==> src/rtl/core/brw_pkg.sv <==
// Package for the bounded root window with undo.
// Entry type, cell commands, sequencer states and mode codes. No dependencies.
package brw_pkg;

    localparam int WINDOW_DEPTH_DEF = 64;
    localparam int RETAIN_DEPTH_DEF = 64;
    localparam int HEIGHT_W         = 32;
    localparam int ROOT_W           = 256;
    localparam int COUNT_W          = 7;

    localparam logic [1:0] MODE_RECORD   = 2'd0;
    localparam logic [1:0] MODE_QUERY    = 2'd1;
    localparam logic [1:0] MODE_ROLLBACK = 2'd2;

    typedef struct packed {
        logic [HEIGHT_W-1:0] height;
        logic [ROOT_W-1:0]   root;   // word0 in the top bits
    } brw_entry_t;

    typedef enum logic [1:0] {
        CELL_HOLD,
        CELL_PREV,
        CELL_NEXT,
        CELL_LOAD
    } brw_cell_op_t;

    typedef enum logic [2:0] {
        ST_IDLE,
        ST_RECORD,
        ST_QUERY,
        ST_POP,
        ST_REFILL,
        ST_DONE
    } brw_state_t;

endpackage

==> src/rtl/core/brw_cell.sv <==
// One storage cell of the window or retained chain.
// Depends on brw_pkg for the entry type and cell commands.
module brw_cell
    import brw_pkg::*;
(
    input  logic         clk,
    input  brw_cell_op_t op,
    input  brw_entry_t   prev,
    input  brw_entry_t   next,
    input  brw_entry_t   load,
    output brw_entry_t   q
);

    brw_entry_t q_reg;
    brw_entry_t q_next;

    always_comb
    begin
        unique case (op)
            CELL_HOLD: q_next = q_reg;
            CELL_PREV: q_next = prev;
            CELL_NEXT: q_next = next;
            CELL_LOAD: q_next = load;
            default:   q_next = q_reg;
        endcase
    end

    always_ff @(posedge clk)
    begin
        q_reg <= q_next;
    end

    assign q = q_reg;

endmodule

==> config.mk <==
export PLATFORM = sky130hd
export DESIGN_NAME = brw_cell
export DESIGN_NICKNAME = d
export VERILOG_FILES = /design/src/rtl/core/brw_pkg.sv /design/src/rtl/core/brw_cell.sv
export SDC_FILE = /design/constraint.sdc
export NUM_CORES = 1
export LEC_CHECK = 0
export BUFFER_PORTS_ARGS = -buffer_cell sky130_fd_sc_hd__buf_4
export CAP_MARGIN = 20
export CORE_AREA = 2 2 456 458
export DETAILED_ROUTE_END_ITERATION = 7
export DIE_AREA = 0 0 458 460
export PLACE_DENSITY = 0.3
export SKIP_LAST_GASP = 1
export SLEW_MARGIN = 20
export SYNTH_ARGS = -nofsm -noshare
export SYNTH_HDL_FRONTEND = slang
export SYNTH_SLANG_ARGS = --single-unit
==> constraint.sdc <==
create_clock -name clk -period 6.9 [get_ports clk]
set_input_delay 1.38 -clock clk [delete_from_list [all_inputs] [get_ports clk]]
set_output_delay 1.38 -clock clk [all_outputs]
set_load 0.05 [all_outputs]
==> impl_metrics.csv <==
group,metric,value,unit
run_status,outcome,"finished, final reports clean",
clock_network,cts_made_buffers,48,
layout,final_common_cell,"buf_4",
drt,drc,0,
clock_network,cts_setup_buffers,0,
logic_synthesis,synth_warnings,0,
setup_path,cpPeakStageDelay,0.70,ns
pwr,power.density,249,nW/um^2
setup_path,worstPathMaxFanout,54,
pwr,p_leak,12.0,nW
clock_network,postCtsHoldBufs,0,
setup_path,critPathSlowestCell,"or2_4",
logic_synthesis,synth_cell_type_count,11,
layout,largest_register_ffs,288,
global_route,grt_pass1_wl,158,mm
logic_synthesis,syn_area,14700,sq um
sta,fin_crit_sh,46.0,%
global_route,grt_max_degree,152,
drt,wirelength,126,mm
setup_path,cpLargestDelayFamily,"buffers and inverters",
place,port-buffer-count,1154,
place,place_hpwl,106,mm
drt,wl_per_cell,24.7,microns
layout,layout-drive-gt1-share,51.5,%
sta,fmax,315,MHz
floorplanning,core-area,206000,sq um
global_route,grt_pass1_vias,15523,
sta,final_hold_viol_count,0,
logic_synthesis,ys_seq_area_share,58.7,%
sta,setup_tns,0,ns
layout,fin_cells,5124,
setup_path,critPathLaunchType,"input pin",
sta,holdWs,1.06,ns
hold_path,hold_path_class,"input pin to flop",
setup_path,path_class,"input pin to flop",
sta,tightest_slew,1.19,ns
sta,rsz0062_at_grt,"no",
drt,firstDrtPassIters,5,
floorplanning,start_util,7.15,%
setup_path,arrival,3.45,ns
floorplanning,die-area,211000,sq um
clock_network,cts-root-buf,"clkbuf_16",
clock_network,cts_resized,0,
drt,drtIter0Drc,636,
drt,route.vias.total,14856,
logic_synthesis,syn-mean-instance-area,11.8,sq um
setup_path,crit_chain,"buf_8, or2_4, buf_4",
setup_path,cp-end-kind,"flop",
layout,final_cell_mix,"buf_4 (1,159), mux2i_1 (288), nor2_1 (288), a21oi_1 (288), edfxtp_1 (288)",
clock_network,clock_path_buffers,3,
clock_network,h-tree-depth,2,
global_route,antenna_found_initial,43,
place,gp_congestion,0.850,
global_route,grt_overflow,0,
place,placedCellCount,5026,
layout,syn2layout_area_growth,89.9,%
logic_synthesis,synth_nets,2116,
sta,setup-violations-final,0,
clock_network,path_clk_slew,0.07,ns
logic_synthesis,yosys_register_bits,288,
global_route,grt.total_usage,11.4,%
drt,ant_nets,0,
clock_network,cts_tree,"yes",
floorplanning,io_pins,1155,
sta,period_needed,3.18,ns
layout,final_nets,3239,
drt,vias_per_cell,2.90,
clock_network,cts_sinks,288,
setup_path,worst-path-buf-inv,2,
floorplanning,die_h,460,microns
sta,slew_headroom,20.5,%
logic_synthesis,synthesis.instances,1249,
floorplanning,fp-row-count,167,
run,maxCapViolations,0,
setup_path,worstPathRequired,7.17,ns
pwr,peakVddDrop,0.157,mV
floorplanning,die_x,458,microns
sta,slew_violations,0,
-- Yosys cell counts --
library cell / instances / area, sq um
or2_2: 1 / 6.26
buf_6: 13 / 146
buf_1: 5 / 18.8
clkbuf_1: 14 / 52.6
nor2_1: 288 / 1080
buf_2: 45 / 225
edfxtp_1: 288 / 8650
buf_4: 8 / 60.1
mux2i_1: 288 / 2880
buf_8: 11 / 165
a21oi_1: 288 / 1440
-- metrics by stage --
step / setup slack [ns] / utilization (%) / instance area (sq um) / total power [mW]
6_report: 3.72 / 13.6 / 28000 / 6.96
5_1_grt: 3.63 / 13.6 / 28000 / 7.30
4_1_cts: 3.73 / 13.6 / 28000 / 7.19
3_5_place_dp: 2.99 / 12.8 / 26300 / 4.45
3_3_place_gp: 3.00 / 12.8 / 26300 / 4.46
2_1_floorplan: 1.02 / - / 14700 / 3.33
-- worst min-delay path: stages --
cell and delay (ns):
buf_4 0.08, nor2_1 0.03, a21oi_1 0.10
-- worst paths after layout --
check                     start     end  slack (ns)  depth (start not counted)
worst max-delay path      op[0]  q[205]        3.72                          3
worst min-delay path  prev[161]  q[161]        1.06                          3
-- final cells by class --
| cell class | instances | area [sq um] |
|---|---|---|
| Multi-Input combinational cell | 865 | 5410 |
| Clock inverter | 32 | 358 |
| Sequential cell | 288 | 8650 |
| Antenna cell | 8 | 20.0 |
| Fill cell | 23531 | 178000 |
| Tap cell | 2704 | 3380 |
| Clock buffer | 58 | 1260 |
| Timing Repair Buffer | 1169 | 8890 |
-- cells by family (layout without fill, tap and decap cells) --
group	after synthesis	after routing	share of synthesized area, %
AOI/OAI and AO/OA	288	288	9.79
buffers and inverters	96	1259	4.54
DFF	288	288	58.7
muxes	288	288	19.6
other	0	8	0
and+or+nand+nor	289	289	7.38
-- power by group --
group | leakage (nW) | switching, mW | internal (mW)
sequential | 2.90 | 0.0970 | 2.17
clock | 0.783 | 1.04 | 1.56
combinational | 8.31 | 1.38 | 0.710
total | 12.0 | 2.51 | 4.45
-- routing by layer --
metal  up-vias  routed length, microns  GRT usage, %
li1       6856                       -             -
met1      6967                   51300          13.5
met2       868                   58200          18.6
met3       135                   14700          5.62
met4        30                    2030          2.13
met5         -                     181             0
No activity file was read; power rests on OpenSTA's default activity.
